## config.mk

```make
export PLATFORM = sky130hd
export DESIGN_NAME = uart_bit_receiver_even_parity_top
export DESIGN_NICKNAME = d
export VERILOG_FILES = /design/src/rtl/ubr_pkg.sv /design/src/rtl/ubr_front.sv /design/src/rtl/ubr_queue.sv /design/src/rtl/ubr_back.sv /design/src/rtl/uart_bit_receiver_even_parity_top.sv
export SDC_FILE = /design/constraint.sdc
export NUM_CORES = 1
export LEC_CHECK = 0
export BUFFER_PORTS_ARGS = -buffer_cell sky130_fd_sc_hd__clkbuf_2
export CORE_ASPECT_RATIO = 1.25
export CORE_MARGIN = 3
export CORE_UTILIZATION = 45
export CTS_BUF_LIST = sky130_fd_sc_hd__clkbuf_4 sky130_fd_sc_hd__clkbuf_8
export DETAILED_ROUTE_END_ITERATION = 10
export REMOVE_ABC_BUFFERS = 1
export SLEW_MARGIN = 10
export SYNTH_ARGS = -nofsm -noshare
export SYNTH_HDL_FRONTEND = slang
export SYNTH_SLANG_ARGS = --single-unit
```

## constraint.sdc

```tcl
create_clock -name clk -period 4.34 [get_ports clk]
set_clock_uncertainty 0.2 [all_clocks]
set_input_delay 0.868 -clock clk [delete_from_list [all_inputs] [get_ports clk]]
set_output_delay 0.868 -clock clk [all_outputs]
set_load 0.05 [all_outputs]
```

## src/rtl/ubr_pkg.sv

```systemverilog
// package for the uart bit receiver: result kinds, queue entry layout, sizes
// no dependencies; imported by every module of the block
`timescale 1ns / 1ps

package ubr_pkg;

    typedef enum logic [1:0] {
        KIND_CHAR    = 2'd0,
        KIND_INVALID = 2'd1,
        KIND_BREAK   = 2'd2
    } kind_t;

    localparam logic [7:0] BRK_MIN_RESET = 8'd32;
    localparam logic [7:0] ZERO_RUN_MAX  = 8'd255;

    // power of two so the pointers wrap on their own
    localparam int QUEUE_DEPTH = 2;
    localparam int PTR_W       = $clog2(QUEUE_DEPTH);
    localparam int CNT_W       = PTR_W + 1;

    // one bit's worth of results: optional break, then optional main result
    typedef struct packed {
        logic       has_brk;
        logic       has_main;
        kind_t      main_kind;
        logic [7:0] main_char;
    } entry_t;

endpackage

```

## src/rtl/ubr_front.sv

```systemverilog
// front end: frame state machine, zero run counter and break threshold register
// depends on ubr_pkg; classifies each line bit into a queue entry
`timescale 1ns / 1ps

module ubr_front (
    input  logic            clk,
    input  logic            rst_n,
    input  logic            in_valid,
    output logic            in_ready,
    input  logic            line_bit,
    input  logic            line_error,
    input  logic            cfg_valid,
    output logic            cfg_ready,
    input  logic [7:0]      cfg_data,
    input  logic            q_full,
    output logic            q_push,
    output ubr_pkg::entry_t q_entry
);
    import ubr_pkg::*;

    typedef enum logic [5:0] {
        PH_IDLE   = 6'b000001,
        PH_DATA   = 6'b000010,
        PH_PARITY = 6'b000100,
        PH_STOP   = 6'b001000,
        PH_BREAK  = 6'b010000,
        PH_WAIT1  = 6'b100000
    } phase_t;

    phase_t     phase_reg, phase_next;
    logic [2:0] bit_cnt_reg, bit_cnt_next;
    logic [7:0] data_reg, data_next;
    logic       parity_reg, parity_next;
    logic [7:0] zero_run_reg, zero_run_next;
    logic [7:0] brk_min_reg;

    logic   accept;
    logic   err, one, zero, long_run;
    entry_t ent;

    assign cfg_ready = 1'b1;
    assign in_ready  = !q_full;
    assign accept    = in_valid && in_ready;

    assign err      = line_error;
    assign one      = !line_error && line_bit;
    assign zero     = !line_error && !line_bit;
    assign long_run = zero_run_reg > brk_min_reg;

    always_comb
    begin
        phase_next   = phase_reg;
        bit_cnt_next = bit_cnt_reg;
        data_next    = data_reg;
        parity_next  = parity_reg;
        ent          = '{has_brk: 1'b0, has_main: 1'b0, main_kind: KIND_INVALID,
                         main_char: 8'd0};
        case (phase_reg)
            PH_IDLE:
            begin
                if (err)
                begin
                    ent.has_main = 1'b1;
                    phase_next   = PH_WAIT1;
                end
                else if (zero)
                begin
                    data_next    = 8'd0;
                    parity_next  = 1'b0;
                    bit_cnt_next = 3'd0;
                    phase_next   = PH_DATA;
                end
            end
            PH_DATA:
            begin
                if (err)
                begin
                    ent.has_main = 1'b1;
                    phase_next   = PH_WAIT1;
                end
                else
                begin
                    // lsb first: shift in at the top
                    data_next    = {one, data_reg[7:1]};
                    parity_next  = parity_reg ^ one;
                    bit_cnt_next = bit_cnt_reg + 3'd1;
                    if (bit_cnt_reg == 3'd7)
                    begin
                        phase_next = PH_PARITY;
                    end
                end
            end
            PH_PARITY:
            begin
                if (err)
                begin
                    ent.has_main = 1'b1;
                    phase_next   = PH_WAIT1;
                end
                else
                begin
                    parity_next = parity_reg ^ one;
                    phase_next  = PH_STOP;
                end
            end
            PH_STOP:
            begin
                if (err)
                begin
                    ent.has_main = 1'b1;
                    phase_next   = PH_WAIT1;
                end
                else if (zero)
                begin
                    phase_next = PH_BREAK;
                end
                else
                begin
                    ent.has_main = 1'b1;
                    if (!parity_reg)
                    begin
                        ent.main_kind = KIND_CHAR;
                        ent.main_char = data_reg;
                    end
                    phase_next = PH_IDLE;
                end
            end
            PH_BREAK:
            begin
                if (!zero)
                begin
                    ent.has_brk = long_run;
                    if (err)
                    begin
                        ent.has_main = 1'b1;
                        phase_next   = PH_WAIT1;
                    end
                    else
                    begin
                        phase_next = PH_IDLE;
                    end
                end
            end
            default:
            begin
                // wait for a one; errors are swallowed here
                if (one)
                begin
                    ent.has_brk = long_run;
                    phase_next  = PH_IDLE;
                end
                else
                begin
                    phase_next = PH_WAIT1;
                end
            end
        endcase

        if (zero)
        begin
            zero_run_next = (zero_run_reg == ZERO_RUN_MAX) ? zero_run_reg
                                                           : zero_run_reg + 8'd1;
        end
        else
        begin
            zero_run_next = 8'd0;
        end
    end

    assign q_entry = ent;
    assign q_push  = accept && (ent.has_brk || ent.has_main);

    always_ff @(posedge clk or negedge rst_n)
    begin
        if (!rst_n)
        begin
            phase_reg    <= PH_IDLE;
            bit_cnt_reg  <= 3'd0;
            data_reg     <= 8'd0;
            parity_reg   <= 1'b0;
            zero_run_reg <= 8'd0;
        end
        else if (accept)
        begin
            phase_reg    <= phase_next;
            bit_cnt_reg  <= bit_cnt_next;
            data_reg     <= data_next;
            parity_reg   <= parity_next;
            zero_run_reg <= zero_run_next;
        end
    end

    always_ff @(posedge clk or negedge rst_n)
    begin
        if (!rst_n)
        begin
            brk_min_reg <= BRK_MIN_RESET;
        end
        else if (cfg_valid && cfg_ready)
        begin
            brk_min_reg <= cfg_data;
        end
    end

    // a frame only leaves the data phase after all eight bits
    a_data_count: assert property (@(posedge clk) disable iff (!rst_n)
        (accept && phase_reg == PH_DATA && !err && bit_cnt_reg != 3'd7)
        |=> phase_reg == PH_DATA)
        else $error("data phase left early");

    // a break result only follows a run of zeros
    a_brk_run: assert property (@(posedge clk) disable iff (!rst_n)
        (q_push && q_entry.has_brk) |-> zero_run_reg != 8'd0)
        else $error("break without a zero run");

endmodule

```

## src/rtl/ubr_queue.sv

```systemverilog
// short queue of classified entries between front and back
// depends on ubr_pkg for the entry type and depth
`timescale 1ns / 1ps

module ubr_queue (
    input  logic            clk,
    input  logic            rst_n,
    input  logic            push,
    input  ubr_pkg::entry_t push_entry,
    input  logic            pop,
    output ubr_pkg::entry_t head,
    output logic            full,
    output logic            empty
);
    import ubr_pkg::*;

    entry_t           mem [QUEUE_DEPTH];
    logic [PTR_W-1:0] wr_ptr_reg, rd_ptr_reg;
    logic [CNT_W-1:0] count_reg, count_next;

    assign full  = count_reg == CNT_W'(QUEUE_DEPTH);
    assign empty = count_reg == '0;
    assign head  = mem[rd_ptr_reg];

    always_comb
    begin
        count_next = count_reg;
        if (push && !pop)
        begin
            count_next = count_reg + CNT_W'(1);
        end
        else if (pop && !push)
        begin
            count_next = count_reg - CNT_W'(1);
        end
    end

    always_ff @(posedge clk)
    begin
        if (push)
        begin
            mem[wr_ptr_reg] <= push_entry;
        end
    end

    always_ff @(posedge clk or negedge rst_n)
    begin
        if (!rst_n)
        begin
            wr_ptr_reg <= '0;
            rd_ptr_reg <= '0;
            count_reg  <= '0;
        end
        else
        begin
            if (push)
            begin
                wr_ptr_reg <= wr_ptr_reg + PTR_W'(1);
            end
            if (pop)
            begin
                rd_ptr_reg <= rd_ptr_reg + PTR_W'(1);
            end
            count_reg <= count_next;
        end
    end

    a_no_overflow: assert property (@(posedge clk) disable iff (!rst_n)
        !(push && full))
        else $error("queue overflow");

    a_no_underflow: assert property (@(posedge clk) disable iff (!rst_n)
        !(pop && empty))
        else $error("queue underflow");

    a_count_range: assert property (@(posedge clk) disable iff (!rst_n)
        count_reg <= CNT_W'(QUEUE_DEPTH))
        else $error("queue count out of range");

endmodule

```

## src/rtl/ubr_back.sv

```systemverilog
// back end: expands queue entries into one or two result transfers
// depends on ubr_pkg; holds the output register
`timescale 1ns / 1ps

module ubr_back (
    input  logic            clk,
    input  logic            rst_n,
    input  ubr_pkg::entry_t head,
    input  logic            empty,
    output logic            pop,
    output logic            out_valid,
    input  logic            out_ready,
    output logic [1:0]      result_kind,
    output logic [7:0]      char_value,
    output logic            last_of_run
);
    import ubr_pkg::*;

    logic       out_valid_reg;
    kind_t      kind_reg, kind_next;
    logic [7:0] char_reg, char_next;
    logic       last_reg, last_next;
    logic       second_reg, second_next;
    logic       load;

    // output register is free when empty or being drained this cycle
    assign load = !empty && (!out_valid_reg || out_ready);

    always_comb
    begin
        kind_next   = kind_reg;
        char_next   = char_reg;
        last_next   = last_reg;
        second_next = second_reg;
        pop         = 1'b0;
        if (load)
        begin
            if (head.has_brk && !second_reg)
            begin
                kind_next   = KIND_BREAK;
                char_next   = 8'd0;
                last_next   = !head.has_main;
                pop         = !head.has_main;
                second_next = head.has_main;
            end
            else
            begin
                kind_next   = head.main_kind;
                char_next   = head.main_char;
                last_next   = 1'b1;
                pop         = 1'b1;
                second_next = 1'b0;
            end
        end
    end

    always_ff @(posedge clk or negedge rst_n)
    begin
        if (!rst_n)
        begin
            out_valid_reg <= 1'b0;
            second_reg    <= 1'b0;
        end
        else
        begin
            second_reg <= second_next;
            if (load)
            begin
                out_valid_reg <= 1'b1;
            end
            else if (out_ready)
            begin
                out_valid_reg <= 1'b0;
            end
        end
    end

    always_ff @(posedge clk)
    begin
        kind_reg <= kind_next;
        char_reg <= char_next;
        last_reg <= last_next;
    end

    assign out_valid   = out_valid_reg;
    assign result_kind = kind_reg;
    assign char_value  = char_reg;
    assign last_of_run = last_reg;

    // the second half of a split entry stays at the queue head
    a_second_held: assert property (@(posedge clk) disable iff (!rst_n)
        second_reg |-> !empty)
        else $error("split entry lost from queue");

    // a break half that is not last must be followed by its main result
    a_split_order: assert property (@(posedge clk) disable iff (!rst_n)
        (load && !pop) |=> second_reg)
        else $error("split entry not tracked");

endmodule

```

## src/rtl/uart_bit_receiver_even_parity_top.sv

```systemverilog
// top level of the uart 8e1 bit receiver with break detection
// depends on ubr_pkg, ubr_front, ubr_queue and ubr_back
//
//   channel   signals                                   direction
//   in        in_valid, in_ready, line_bit, line_error   sink
//   out       out_valid, out_ready, result_kind,         source
//             char_value, last_of_run
//   cfg       cfg_valid, cfg_ready, cfg_data             sink (break_min_zeroes)
//
// one line bit is taken per cycle while the queue is not full; the frame state
// machine in the front decides everything in the cycle of the transfer, so the
// input rate is one bit a cycle; a bit that causes results is written into the
// queue and then loaded into the output register; a bit causing break plus
// invalid needs two output transfers, as the single output register drains
// one result per cycle while out_ready is high; the two-entry queue lets the
// front take bits while the back stalls; bits with no result never enter it
// reset clears frame state, zero run, queue and output valid; threshold is 32
// cfg_ready is always high
`timescale 1ns / 1ps

module uart_bit_receiver_even_parity_top (
    input  logic       clk,
    input  logic       rst_n,
    input  logic       in_valid,
    output logic       in_ready,
    input  logic       line_bit,
    input  logic       line_error,
    output logic       out_valid,
    input  logic       out_ready,
    output logic [1:0] result_kind,
    output logic [7:0] char_value,
    output logic       last_of_run,
    input  logic       cfg_valid,
    output logic       cfg_ready,
    input  logic [7:0] cfg_data
);
    import ubr_pkg::*;

    // front to queue
    logic   q_push;
    entry_t q_entry;
    logic   q_full;

    // queue to back
    entry_t q_head;
    logic   q_empty;
    logic   q_pop;

    ubr_front u_front (
        .clk        (clk),
        .rst_n      (rst_n),
        .in_valid   (in_valid),
        .in_ready   (in_ready),
        .line_bit   (line_bit),
        .line_error (line_error),
        .cfg_valid  (cfg_valid),
        .cfg_ready  (cfg_ready),
        .cfg_data   (cfg_data),
        .q_full     (q_full),
        .q_push     (q_push),
        .q_entry    (q_entry)
    );

    // decouples bit classification from result delivery
    ubr_queue u_queue (
        .clk        (clk),
        .rst_n      (rst_n),
        .push       (q_push),
        .push_entry (q_entry),
        .pop        (q_pop),
        .head       (q_head),
        .full       (q_full),
        .empty      (q_empty)
    );

    // splits break plus invalid entries into two transfers
    ubr_back u_back (
        .clk         (clk),
        .rst_n       (rst_n),
        .head        (q_head),
        .empty       (q_empty),
        .pop         (q_pop),
        .out_valid   (out_valid),
        .out_ready   (out_ready),
        .result_kind (result_kind),
        .char_value  (char_value),
        .last_of_run (last_of_run)
    );

endmodule
```

# --- Yosys cells after proc, flatten, opt, wreduce, memory -nomap -nowiden ---
# Memories as Yosys holds them, arrays and structs flattened.
# Cells that the tools add are included.
# Widths: inputs -> output; s select.
totals:
  regBits: 51
  mem_bits_rw: 24
  in_bits: 15
  out_inout_bits: 14
  wordCells: 114
  memories: 1
memory_table:
  columns: ["name", "words", "word_bits", "rd", "rd_clocked_by_memory_dff", "wr", "line_no", "source"]
  rows:
  - ["u_queue.mem", 2, 12, 1, 0, 1, "ubr_queue.sv:17", "entry_t mem [QUEUE_DEPTH];"]
op_classes:
  add_sub_neg: 6
  order_cmp: 1
  eq_ne: 16
  muxes: 44
  bitwise_logic: 1
  reduce_logical: 31
ops:
  columns: ["op", "n"]
  rows:
  - ["$mux 6", 9]
  - ["$mux 8", 5]
  - ["$pmux 6 s5", 1]
  - ["$mux 10", 2]
  - ["$pmux 8 s2", 1]
  - ["$mux 1", 13]
  - ["$mux 11", 1]
  - ["$ne 2x2->1 const B", 5]
  - ["$reduce_and 5->1", 2]
  - ["$logic_not 1->1", 9]
  - ["$mux 3", 3]
  - ["$mux 9", 1]
  - ["$add 8x1->8 const B", 1]
  - ["$eq 8x8->1 const B", 1]
  - ["$gt 8x8->1", 1]
  - ["$logic_and 1x1->1", 8]
  - ["$reduce_bool 2->1", 4]
  - ["$eq 6x1->1 const B", 1]
  - ["$eq 6x2->1 const B", 1]
  - ["$eq 6x3->1 const B", 1]
  - ["$eq 6x4->1 const B", 1]
  - ["$eq 6x5->1 const B", 1]
  - ["$mux 2", 3]
  - ["$ne 3x2->1 const B", 2]
  - ["19 further kinds", 22]

# --- Logic depth before layout (Yosys ltp) ---
# Gate-level depths: netlist (run 1).
logic_depth:
  ltp_word: 11
  mapped_depth: 12
  depth_no_buf: 12

# --- Hierarchy ---
# A second synthesis (run 1) with hierarchy kept.
hier_totals:
  cells_unflattened: 307
  area_unflattened_um2: 3599.7
modules_own_cells:
  columns: ["module", "instances", "cells_each", "area_per_inst_um2", "seq_area_each_um2"]
  rows:
  - ["ubr_front", 1, 222, 2004.4, 853.3]
  - ["ubr_queue", 1, 53, 1087.3, 820.8]
  - ["ubr_back", 1, 32, 508.0, 380.4]

# --- Worst setup path before layout (run 1) ---
# No wires, ideal clock.
synth_path:
  kind: "input to register"
  from: "input line_error"
  to: "memory u_queue.mem[1][0] (netlist bit), enable pin"
  setup_ns: 0.378
  arrival_ns: 2.327
  required_time_ns: 3.762
  setup_slack_ns: 1.435
  stages: 7
  path_buffers: 1
  cell_sequence: "buf_2 or2_2 o21ai_0 a31o_2 a211oi_2 o21ai_2 nor2_1"
synth_lines:
  columns: ["item", "line_no", "source"]
  rows:
  - ["start, declared", "uart_bit_receiver_even_parity_top.sv:27", "input logic line_error,"]
  - ["end, declared", "ubr_queue.sv:17", null]

==> impl_results.md, run 1 <==
- Gpl congestion: 0.869
- Initial detailed-routing violation count: 92
- Status: finished, final reports clean
- HP Start: u_queue.wr_ptr_reg$_DFFE_PN0P_
- Reg-to-reg startpoint: u_front.brk_min_reg[5]$_DFFE_PN1P_
- Mapped Area: 0.00339 mm²
- Largest net degree at the start of global routing: 41
- DRT antenna net count: 0
- Die H: 103 µm
- Starting Density: 47.5%
- Num ports: 29
- Post-synthesis mux area share: 5.79%
- Main combinational cell family by area after synthesis: simple AND/OR/NAND/NOR gates
- Synth Instances: 280
- WL final: 6.02 mm
- Post-synth top flop: dfrtp_1
- MaxCap Viol Count: 0
- Crit-path slowest cell: nor2_1
- Area after DPL: 0.00361 mm²
- RSZ-0062 raised after global routing: false
- Clock Latency Late Sink: 0.34 ns
- Critical Path Max Stage Delay: 0.71 ns
- Setup crit end kind: register
- Post-synth cell types: 51
- Nets: 339
- Cell area after layout: 0.00388 mm²
- Biggest register: u_queue.mem
- Synth Area in Adders: 4.42%
- Worst Path Buf+Inv: 1
- Register bit total from synthesis: 73
- Cell Chain, Critical Path: inv_1, ha_1, a211o_1, o211ai_1, a31o_2, a211oi_2, o21ai_2, nor2_1
- Worst hold-check path type: reg -> reg
- Setup violators final: 0
- # hold bufs at CTS: 0
- CTS H-tree lvls: 3
- CTS root buf: clkbuf_8
- Initial antenna violation count: 0
- Post-CTS setup buffer count: 0
- Cells on worst reg2reg path: 8
- All-Layer GR Usage: 15.5%
- Hold WS: 0.299 ns
- Vias in the first global route: 2253
- DRC viols: 0
- Synth Area in Simple Gates: 14.0%
- Crit Path Class: reg -> reg
- Post-CTS sizing: 0
- P_leak: 1.68 nW
- Max frequency: 324 MHz
- Setup TNS: 0 ns
- Worst-path maximum fanout: 11
- Slew HR: 21.4%
- Die Footprint: 0.00863 mm²
- Fin crit period: 3.08 ns
- Synth Warn #: 0
- Power Total: 2.29 mW
- Worst EP arrival: 2.85 ns
- Layout filler cell count: 639
- Diode count: 0
- FFs w/ async S/R, synth: 54.8%
- Crit-path leading delay family: compound AO/OA/AOI/OAI gates
- Compound-gate portion of the synthesized area: 11.4%
- Worst vdd ir: 274 µV
- Slew Viols, Final: 0
- Crit path launch type: register
- Routed vias: 2134
- Inserted Clock Buffers: 9
- DP HPWL: 4.26 mm
- 1st-pass router iterations: 4
- First-pass GRT wire length: 10.6 mm
- Die X: 83.7 µm
- Placeable Area: 0.00715 mm²
- Clock sink count: 73
- Seq/Total Area, Yosys: 58.8%
- Worst-margin pin slew: 1.17 ns
- Number of flip-flops under the largest register name: 22
- Worst Hold Path EP: u_queue.wr_ptr_reg$_DFFE_PN0P_
- Critical Path RT: 4.11 ns
- WL per Instance: 14.8 µm
- Pwr Density: 589 mW/mm²
- Final Hold Viols: 0
- # rows: 34
- Period utilization: 71.0%
- Port Buf Inserts: 27
- TritonCTS clock tree: built
- R2r endpoint: u_queue.mem[1][3]$_DFFE_PP_
- Number of cells on the worst hold path: 1
- Post-DR vias/cell: 5.24
- Synth Area in XOR/XNOR: 2.32%
- Global route overflow: 0
- Clock transition at path regs: 0.08 ns
- Layout cells sized above 1: 20.2%
- Syn_area_per_cell: 12.1 µm²
- Area growth syn-to-layout: 14.3%
- Max Root-Sink Buffers: 2
- Flop2flop setup slack: 1.26 ns
- Post-synth EDFFs: 33
[where the power goes]
part	leakage (nW)	switching [mW]	internal (mW)	total, mW
registers	0.824	0.0999	0.867	0.966
logic	0.722	0.413	0.203	0.617
clock network	0.131	0.261	0.441	0.703
total	1.68	0.774	1.51	2.29
[logic make-up after synthesis]
| kind of cell | count (synthesis) |
|---|---|
| other | 1 |
| XOR/XNOR | 9 |
| flip-flops | 73 |
| AND/OR/NAND/NOR | 89 |
| buffers and inverters | 26 |
| multiplexers | 17 |
| AO/OA/AOI/OAI | 53 |
| adder cells (fa/ha/maj) | 12 |
[final cells by class]
class                      count  area, µm²  share of cell area (%)
multi-input combinational    181       1290                    33.3
timing repair buffer          28        143                    3.68
tap                           90        113                    2.90
clock buffer                   9        124                    3.19
sequential                    73       1990                    51.4
inverter                      19       71.3                    1.84
clock inverter                 7        141                    3.65
[synthesized netlist by cell type, drive strengths merged, types with 3 or more instances]
cell type,count,share of area (%)
dfrtp,38,28
edfxtp,33,29
nor2,27,3.0
nand2,22,2.4
o21ai,21,3.2
inv,19,2.1
ha,12,4.4
a22o,11,2.8
and2,11,2.0
mux2i,11,3.2
a21oi,6,1.2
mux2,6,2.5
nand3,6,0.88
nor4,6,2.0
buf,5,0.77
xnor2,5,1.3
xor2,4,1.0
nand4,3,0.55
o31ai,3,1.1
[worst reg2reg max path: cells and delay by family (launching register included)]
family,cells,cell delay [ns]
compound gates,5,0.93
fa+ha+maj,1,0.30
buf+inv,1,0.05
flops,1,0.52
simple gates,1,0.71
[worst max path at each step]
| stage | start | endpoint | slack [ns] | depth (start not counted) |
|---|---|---|---|---|
| 3_3_place_gp | line_error | u_queue.mem[1][1]$_DFFE_PP_ | 1.01 | 7 |
| 2_1_floorplan | out_ready | u_queue.count_reg[1]$_DFFE_PN0P_ | 1.66 | 7 |
| 5_1_grt | u_front.brk_min_reg[5]$_DFFE_PN1P_ | u_queue.mem[1][3]$_DFFE_PP_ | 1.09 | 8 |
| 6_report | u_front.brk_min_reg[5]$_DFFE_PN1P_ | u_queue.mem[1][3]$_DFFE_PP_ | 1.26 | 8 |
| 4_1_cts | u_front.brk_min_reg[5]$_DFFE_PN1P_ | u_queue.mem[1][3]$_DFFE_PP_ | 1.20 | 8 |
| 3_5_place_dp | line_error | u_queue.mem[1][0]$_DFFE_PP_ | 0.96 | 7 |
[placed cells by master (no fill, tap or decap), types with 2 or more instances in the layout]
master     instances
xnor2_1            5
nand4_1            3
bufinv_16          4
nor2_1            27
o211ai_1           2
a31oi_1            2
a21oi_1            5
nand3_1            6
a22o_1            11
and2_1            11
o21ai_0           19
inv_1             19
nor4_4             2
nor3_1             2
nand2_1           22
mux2i_1           11
or2_2              2
nand2b_1           2
dfstp_2            2
xor2_1             4
edfxtp_1          33
clkbuf_2          27
clkbuf_8           9
dfrtp_1           38
nor4_1             4
nor2b_1            2
mux2_4             5
o31ai_1            2
ha_1              12
[routing by layer]
| metal | track usage (%) | share of wire (%) | vias to the layer above | wire length (µm) |
|---|---|---|---|---|
| met4 | 7.80 | 2.1 | 0 | 126 |
| li1 | - | - | 1071 | - |
| met3 | 3.20 | 2.7 | 11 | 163 |
| met1 | 18.9 | 45 | 1022 | 2690 |
| met5 | 0 | 0 | - | 0 |
| met2 | 26.6 | 50 | 30 | 3040 |
[stage by stage]
stage | utilization (%) | std cells | setup WS (ns)
global placement | 50.6 | 391 | 1.01
detailed placement | 50.6 | 391 | 0.960
finish | 54.3 | 407 | 1.26
global route | 54.3 | 407 | 1.09
floorplan | - | 273 | 1.66
CTS | 54.3 | 407 | 1.20
Note: power is estimated with default switching activity, not from simulation.
==> inputs of run 2 (changes only) <==
--- a/config.mk
+++ b/config.mk
@@ -5,12 +5,14 @@
 export SDC_FILE = /design/constraint.sdc
 export NUM_CORES = 1
 export LEC_CHECK = 0
+export ABC_AREA = 1
 export BUFFER_PORTS_ARGS = -buffer_cell sky130_fd_sc_hd__clkbuf_2
 export CORE_ASPECT_RATIO = 1.25
 export CORE_MARGIN = 3
 export CORE_UTILIZATION = 45
 export CTS_BUF_LIST = sky130_fd_sc_hd__clkbuf_4 sky130_fd_sc_hd__clkbuf_8
 export DETAILED_ROUTE_END_ITERATION = 10
+export PLACE_DENSITY = 0.65
 export REMOVE_ABC_BUFFERS = 1
 export SLEW_MARGIN = 10
 export SYNTH_ARGS = -nofsm -noshare
==> constraint.sdc (replaced) <==
create_clock -name clk -period 2.7 [get_ports clk]
set_clock_uncertainty 0.2 [all_clocks]
set_input_delay 0.54 -clock clk [delete_from_list [all_inputs] [get_ports clk]]
set_output_delay 0.54 -clock clk [all_outputs]
set_load 0.05 [all_outputs]
==> run 2 against run 1 <==
Net effect:
- first-iteration DRC count fell by 6.5%
- non-clock buffer count rose by 6
- combinational power rose by 130%
- worst setup slack got worse by 1.0 ns
- total power rose by 63%
- via count rose by 13%
- die area rose by 2.8%
- largest cell class unchanged
- clock power rose by 5.5%
==> impl_results.md, run 2 <==
- Critical Path RT: 2.73 ns (-1.38 ns)
- Number of cells on the worst hold path: 2 (+1)
- Setup crit end kind: register
- FFs w/ async S/R, synth: 54.8% (unchanged)
- Routed vias: 2412 (+13%)
- WL final: 5.90 mm (-2.0%)
- WL per Instance: 11.8 µm (-21%)
- Setup violators final: 0 (unchanged)
- Multi-input gate area: 0.00122 mm² (-5.8%)
- Synth area leader: edfxtp_1
- Crit Path Class: reg -> reg
- Most frequent cells in the layout: nand2_1 (88), inv_1 (57), dfrtp_1 (38)
- MaxCap Viol Count: 0 (unchanged)
- Worst-path maximum fanout: 3 (-8)
- Post-synth cell types: 43 (-16%)
- Port Buf Inserts: 27 (unchanged)
- Slew Viols, Final: 0 (unchanged)
- Fin crit period: 2.47 ns (-0.614 ns)
- Period utilization: 91.4% (+20 points)
- P_leak: 1.91 nW (+14%)
- Initial detailed-routing violation count: 86 (-6.5%)
- Die X: 84.8 µm (+1.4%)
- Vias in the first global route: 2438 (+8.2%)
- Clock sink count: 73 (unchanged)
- Crit path launch type: register
- Global route overflow: 0 (unchanged)
- Worst hold-check path type: in -> reg
- Seq/Total Area, Yosys: 57.1% (-1.7 points)
- Inserted Clock Buffers: 9 (unchanged)
- Logic pwr share: 37.6% (+11 points)
- Clock transition at path regs: 0.07 ns (about the same)
- Post-synth top flop: dfrtp_1
- RSZ-0062 raised after global routing: false
- Layout filler cell count: 701 (+9.7%)
- Power share of the clock group: 19.9% (-11 points)
- Share of the synthesized area in the top cell type: 28.4% (-0.84 points)
- Most common cell after layout, fill and taps aside: nand2_1
- All-Layer GR Usage: 15.1% (-0.46 points)
- Initial antenna violation count: 0 (unchanged)
- Switch Pwr: 1.52 mW (+97%)
- Worst EP arrival: 2.49 ns (-0.36 ns)
- Cells on worst reg2reg path: 13 (+5)
- Post-synth EDFFs: 33 (unchanged)
- Count leader, synth: nand2_1
- Register bit total from synthesis: 73 (unchanged)
- Cell Int Power: 2.21 mW (+46%)
- Switching Share: 40.8% (+6.9 points)
- Post-DR vias/cell: 4.80 (-8.4%)
- CTS root buf: clkbuf_8
- Largest cells by area after synthesis: edfxtp_1 (28%), dfrtp_1 (27%), nand2_1 (9.5%), inv_1 (6.1%), ha_1 (4.3%)
- Clock Latency Late Sink: 0.34 ns (about the same)
- Final Hold Viols: 0 (unchanged)
- Starting Density: 46.9% (-0.55 points)
- CTS H-tree lvls: 3 (unchanged)
- Syn_area_per_cell: 9.57 µm² (-21%)
- Mapped Area: 0.00349 mm² (+2.9%)
- First-pass GRT wire length: 10.8 mm (+1.8%)
- Gpl congestion: 0.784 (-9.8%)
- Pwr Density: 947 mW/mm² (+61%)
- Max frequency: 405 MHz (+25%)
- Status: finished, final reports clean
- Sequential cell area: 0.00199 mm² (unchanged)
- Largest net degree at the start of global routing: 17 (-59%)
- DP HPWL: 4.47 mm (+4.9%)
- Placeable Area: 0.00744 mm² (+4.2%)
- Top cells by count, synth: nand2_1 (88), inv_1 (57), dfrtp_1 (38)
- Layout cells sized above 1: 19.8% (-0.43 points)
- Area after DPL: 0.00376 mm² (+4.0%)
- Num ports: 29 (unchanged)
- DRT antenna net count: 0 (unchanged)
- Area growth syn-to-layout: 12.8%
- # rows: 35 (+2.9%)
- DRC viols: 0 (unchanged)
- Die H: 105 µm (+1.4%)
- TritonCTS clock tree: built
- Die Footprint: 0.00886 mm² (+2.8%)
- Diode count: 0 (unchanged)
- Biggest register: u_queue.mem
- Max Root-Sink Buffers: 2 (unchanged)
- Nets: 432 (+27%)
- Power share of the sequential group: 42.6% (+0.3 points)
- Fin util: 52.9% (-1.3 points)
- Number of flip-flops under the largest register name: 22 (unchanged)
- Synth Warn #: 0 (unchanged)
- Synth Instances: 365 (+30%)
- Worst vdd ir: 444 µV (+62%)
- 1st-pass router iterations: 4 (unchanged)
- Cell area after layout: 0.00394 mm² (+1.6%)
run 2: cell count changes after synthesis, sizes merged, moves of 7 or more:
cell,before,now
a21oi,6,13
a22o,11,0
and2,11,0
inv,19,65
mux2i,11,0
nand2,22,92
nand3,6,16
nor2,27,38
o22ai,0,8
run 2: worst max-delay path, stage by stage (launching register included):
cell and delay (ns):
dfstp_2 0.52, inv_1 0.04, ha_1 0.29, a21oi_1 0.15, o21a_1 0.12, a21oi_1 0.06
nand2_1 0.09, nand2_1 0.07, nand2_1 0.10, inv_1 0.05, ha_1 0.31, a21oi_1 0.12
o21ai_1 0.08, xor2_1 0.14
run 2: metal layers:
layer | track usage [%] | vias to the layer above | share of wire [%]
met4 | 6.56 | 0 | 1.9
met2 | 25.0 | 34 | 49
met1 | 18.0 | 1103 | 45
met3 | 4.44 | 8 | 3.5
met5 | 0 | - | 0
li1 | - | 1267 | -
run 2: power groups by stage:
stage / sequential, mW / combinational [mW] / clock (mW)
after floorplan: 1.93 / 0.753 / 0
after global placement: 1.60 / 1.39 / 0
after detailed placement: 1.61 / 1.42 / 0
after CTS: 1.59 / 1.42 / 0.774
after global routing: 1.62 / 1.58 / 0.826
final: 1.59 / 1.40 / 0.742
run 2: final timing paths:
check                                                    from                                 end  slack (ns)
setup / recovery           u_front.brk_min_reg[5]$_DFFE_PN1P_    u_queue.count_reg[1]$_DFFE_PN0P_        0.23
min in group asynchronous                               rst_n  u_front.bit_cnt_reg[2]$_DFFE_PN0P_        0.43
setup reg to reg           u_front.brk_min_reg[5]$_DFFE_PN1P_    u_queue.count_reg[1]$_DFFE_PN0P_        0.23
max in group asynchronous                               rst_n  u_front.brk_min_reg[5]$_DFFE_PN1P_        1.27
hold reg to reg            u_front.bit_cnt_reg[2]$_DFFE_PN0P_  u_front.bit_cnt_reg[2]$_DFFE_PN0P_        0.28
hold / removal                                      out_ready        u_back.out_valid$_DFFE_PN0P_        0.19
run 2: per-stage QoR:
| step | setup slack [ns] | power [mW] | std cells | setup TNS (ns) | hold WS, ns |
|---|---|---|---|---|---|
| after detailed placement | 0.219 | 3.03 | 485 | 0 | 0.267 |
| after global placement | 0.260 | 2.99 | 485 | 0 | 0.263 |
| final | 0.232 | 3.73 | 502 | 0 | 0.189 |
| after CTS | 0.203 | 3.79 | 502 | 0 | 0.172 |
| after floorplan | -0.0163 | 2.68 | 360 | -0.0163 | 0.0444 |
| after global routing | 0.00243 | 4.02 | 502 | 0 | 0.179 |
run 2: logic make-up after synthesis:
family          share of synthesized area [%]
compound gates                           8.70
xor+xnor                                 1.25
fa+ha+maj                                4.30
buf+inv                                  8.06
flops                                    57.1
mux                                     0.322
other cells                             0.107
simple gates                             20.2
run 2: area by class of cell:
type                            count  share of cell area (%)
Sequential cell                    73                    50.6
Clock inverter                      5                   0.857
Clock buffer                       11                    3.52
Tap cell                           92                    2.92
Timing Repair Buffer               34                    4.83
Multi-Input combinational cell    222                    30.9
Inverter                           65                    6.38
run 2: what timing repair did:
item | 4_1_cts | 5_1_grt
endpoints found under the hold margin | 12 | 0
buffers inserted | 0 | 0
setup endpoints to repair | 0 | 1
hold buffers | 1 | 0
resized for setup | 0 | 1
==> inputs of run 3 (changes only) <==
--- a/config.mk
+++ b/config.mk
@@ -7,12 +7,11 @@
 export LEC_CHECK = 0
 export ABC_AREA = 1
 export BUFFER_PORTS_ARGS = -buffer_cell sky130_fd_sc_hd__clkbuf_2
-export CORE_ASPECT_RATIO = 1.25
+export CORE_ASPECT_RATIO = 1.1
 export CORE_MARGIN = 3
-export CORE_UTILIZATION = 45
+export CORE_UTILIZATION = 35
 export CTS_BUF_LIST = sky130_fd_sc_hd__clkbuf_4 sky130_fd_sc_hd__clkbuf_8
 export DETAILED_ROUTE_END_ITERATION = 10
-export PLACE_DENSITY = 0.65
 export REMOVE_ABC_BUFFERS = 1
 export SLEW_MARGIN = 10
 export SYNTH_ARGS = -nofsm -noshare
==> run 3 against run 2 <==
Net effect:
- register-to-register slack hardly changed
- combinational power about the same
- sequential power hardly changed
- maximum frequency is 0.52% lower
- critical endpoint unchanged
==> impl_results.md, run 3 (synthesis gave the netlist of run 2 again) <==
- Final Hold Viols: 0 (unchanged)
- Die X: 101 µm (+19%)
- Setup TNS: 0 ns (unchanged)
- Setup violators final: 0 (unchanged)
- RSZ-0062 raised after global routing: false
- Pwr Density: 996 mW/mm² (+5.2%)
- Setup crit end kind: register
- DR top layer: met4
- CTS H-tree lvls: 3 (unchanged)
- Placeable Area: 0.00954 mm² (+28%)
- Port Buf Inserts: 27 (unchanged)
- CTS root buf: clkbuf_8
- DRC viols: 0 (unchanged)
- Starting Density: 36.6% (-10 points)
- Reg-to-reg startpoint: u_front.brk_min_reg[5]$_DFFE_PN1P_
- Worst-margin pin slew: 0.519 ns
- Nets: 431 (-0.23%)
- DP Worst Slack: 0.170 ns (-0.0493 ns)
- Critical Path RT: 2.73 ns (about the same)
- Max frequency: 403 MHz (-0.52%)
- P_leak: 1.94 nW (+1.5%)
- Worst-path maximum fanout: 3 (unchanged)
- Num ports: 29 (unchanged)
- Die Footprint: 0.0112 mm² (+27%)
- DRT antenna net count: 0 (unchanged)
- Clock sink count: 73 (unchanged)
- Global route overflow: 0 (unchanged)
- TritonCTS clock tree: built
- Gpl congestion: 0.780 (-0.60%)
- 1st-pass router iterations: 4 (unchanged)
- Crit Path Class: reg -> reg
- Number of flip-flops under the largest register name: 22 (unchanged)
- Flop2flop setup slack: 0.22 ns (about the same)
- Met3 wire length: 210 µm (+1.9%)
- Power share of the sequential group: 39.2% (-3.4 points)
- Cells after DPL: 509 (+4.9%)
- Max Root-Sink Buffers: 2 (unchanged)
- Diode count: 0 (unchanged)
- Clock Latency Late Sink: 0.35 ns (about the same)
- First-pass GRT wire length: 10.7 mm (-1.1%)
- Routed vias: 2368 (-1.8%)
- Met2 wire len: 2.84 mm (-2.6%)
- WL final: 5.89 mm (-0.17%)
- Layout cells sized above 1: 20.0% (+0.29 points)
- Clock transition at path regs: 0.07 ns (about the same)
- Initial antenna violation count: 0 (unchanged)
- Switch Pwr: 1.53 mW (+0.24%)
- Fin util: 42.3% (-11 points)
- Inserted Clock Buffers: 9 (unchanged)
- Area after DPL: 0.00378 mm² (+0.63%)
- MaxCap Viol Count: 0 (unchanged)
- Most frequent cells in the layout: nand2_1 (88), inv_1 (57), dfrtp_1 (38)
- Fin crit period: 2.48 ns (+0.0129 ns)
- Worst vdd ir: 312 µV (-30%)
- Power share of the clock group: 25.7% (+5.8 points)
- DP HPWL: 4.29 mm (-4.0%)
- Worst hold-check path type: in -> async
- Crit path launch type: register
- Die H: 111 µm (+6.0%)
- Largest net degree at the start of global routing: 41 (+24)
- Vias in the first global route: 2407 (-1.3%)
- Cell Int Power: 2.50 mW (+13%)
- Switching Share: 38.0% (-2.8 points)
- WL per Instance: 11.2 µm (-4.7%)
- Area growth syn-to-layout: 15.6%
- Biggest register: u_queue.mem
- Final Non-Filler Cells: 526 (+4.8%)
- Slew HR: 65.4%
- # rows: 37 (+5.7%)
- Worst EP arrival: 2.51 ns (+0.02 ns)
- Cells on worst reg2reg path: 13 (unchanged)
- PnR worst setup slack: 0.220 ns (-0.0129 ns)
- Layout filler cell count: 904 (+29%)
- Period utilization: 91.9% (+0.48 points)
- Initial detailed-routing violation count: 144 (+67%)
- Hold WS: 0.0304 ns (-0.158 ns)
- All-Layer GR Usage: 12.0% (-3.1 points)
- R2r endpoint: u_queue.count_reg[1]$_DFFE_PN0P_
- Power Total: 4.02 mW (+7.7%)
- Met1 Wirelength: 2.69 mm (+1.2%)
- Most common cell after layout, fill and taps aside: nand2_1
- Cell area after layout: 0.00404 mm² (+2.4%)
- Slew Viols, Final: 0 (unchanged)
- Status: finished, final reports clean
- Post-DR vias/cell: 4.50 (-6.3%)
- Logic pwr share: 35.1% (-2.5 points)
## run 3: worst max-delay path, stage by stage, from the launching register on
cell and delay (ns):
dfstp_2 0.52, inv_1 0.04, ha_1 0.31, a21oi_2 0.14
o21a_1 0.11, a21oi_1 0.06, nand2_1 0.09, nand2_1 0.07
nand2_1 0.10, inv_1 0.05, ha_1 0.31, a21oi_1 0.12
o21ai_1 0.08, xor2_1 0.14
## run 3: how the worst max path moves through the flow
stage	from	end	slack, ns	cells after the start
2_1_floorplan	u_back.out_valid$_DFFE_PN0P_	u_queue.count_reg[1]$_DFFE_PN0P_	-0.02	10
3_3_place_gp	u_front.brk_min_reg[5]$_DFFE_PN1P_	u_queue.count_reg[1]$_DFFE_PN0P_	0.26	13
3_5_place_dp	u_front.brk_min_reg[5]$_DFFE_PN1P_	u_queue.count_reg[1]$_DFFE_PN0P_	0.17	13
4_1_cts	u_front.brk_min_reg[5]$_DFFE_PN1P_	u_queue.count_reg[1]$_DFFE_PN0P_	0.16	13
5_1_grt	u_front.brk_min_reg[5]$_DFFE_PN1P_	u_queue.count_reg[1]$_DFFE_PN0P_	0.01	14
6_report	u_front.brk_min_reg[5]$_DFFE_PN1P_	u_queue.count_reg[1]$_DFFE_PN0P_	0.22	13
## run 3: timing repair
| action | in CTS | in global routing |
|---|---|---|
| gates resized for setup | 0 | 2 |
| hold buffers | 0 | 0 |
| setup buffers | 0 | 1 |
| setup endpoints to repair | 0 | 1 |
## run 3: metal layers
metal / vias up / global-route usage (%)
met2: 26 / 19.4
met5: - / 0
met4: 0 / 5.94
li1: 1251 / -
met1: 1079 / 14.3
met3: 12 / 3.59
## run 3: power groups by stage
stage                     logic [mW]  registers (mW)  clock network [mW]
after floorplan                0.753            1.93                   0
after global placement          1.40            1.60                   0
after detailed placement        1.42            1.61                   0
after CTS                       1.43            1.58                1.06
after global routing            1.59            1.61                1.12
final                           1.41            1.58                1.03
## run 3: area by class of cell
type | count | area (µm²) | share of cell area (%)
Clock inverter | 5 | 105 | 2.60
Sequential cell | 73 | 1990 | 49.4
Inverter | 65 | 251 | 6.23
Clock buffer | 11 | 139 | 3.44
Timing Repair Buffer | 33 | 180 | 4.46
Tap cell | 117 | 146 | 3.63
Multi-Input combinational cell | 222 | 1220 | 30.2
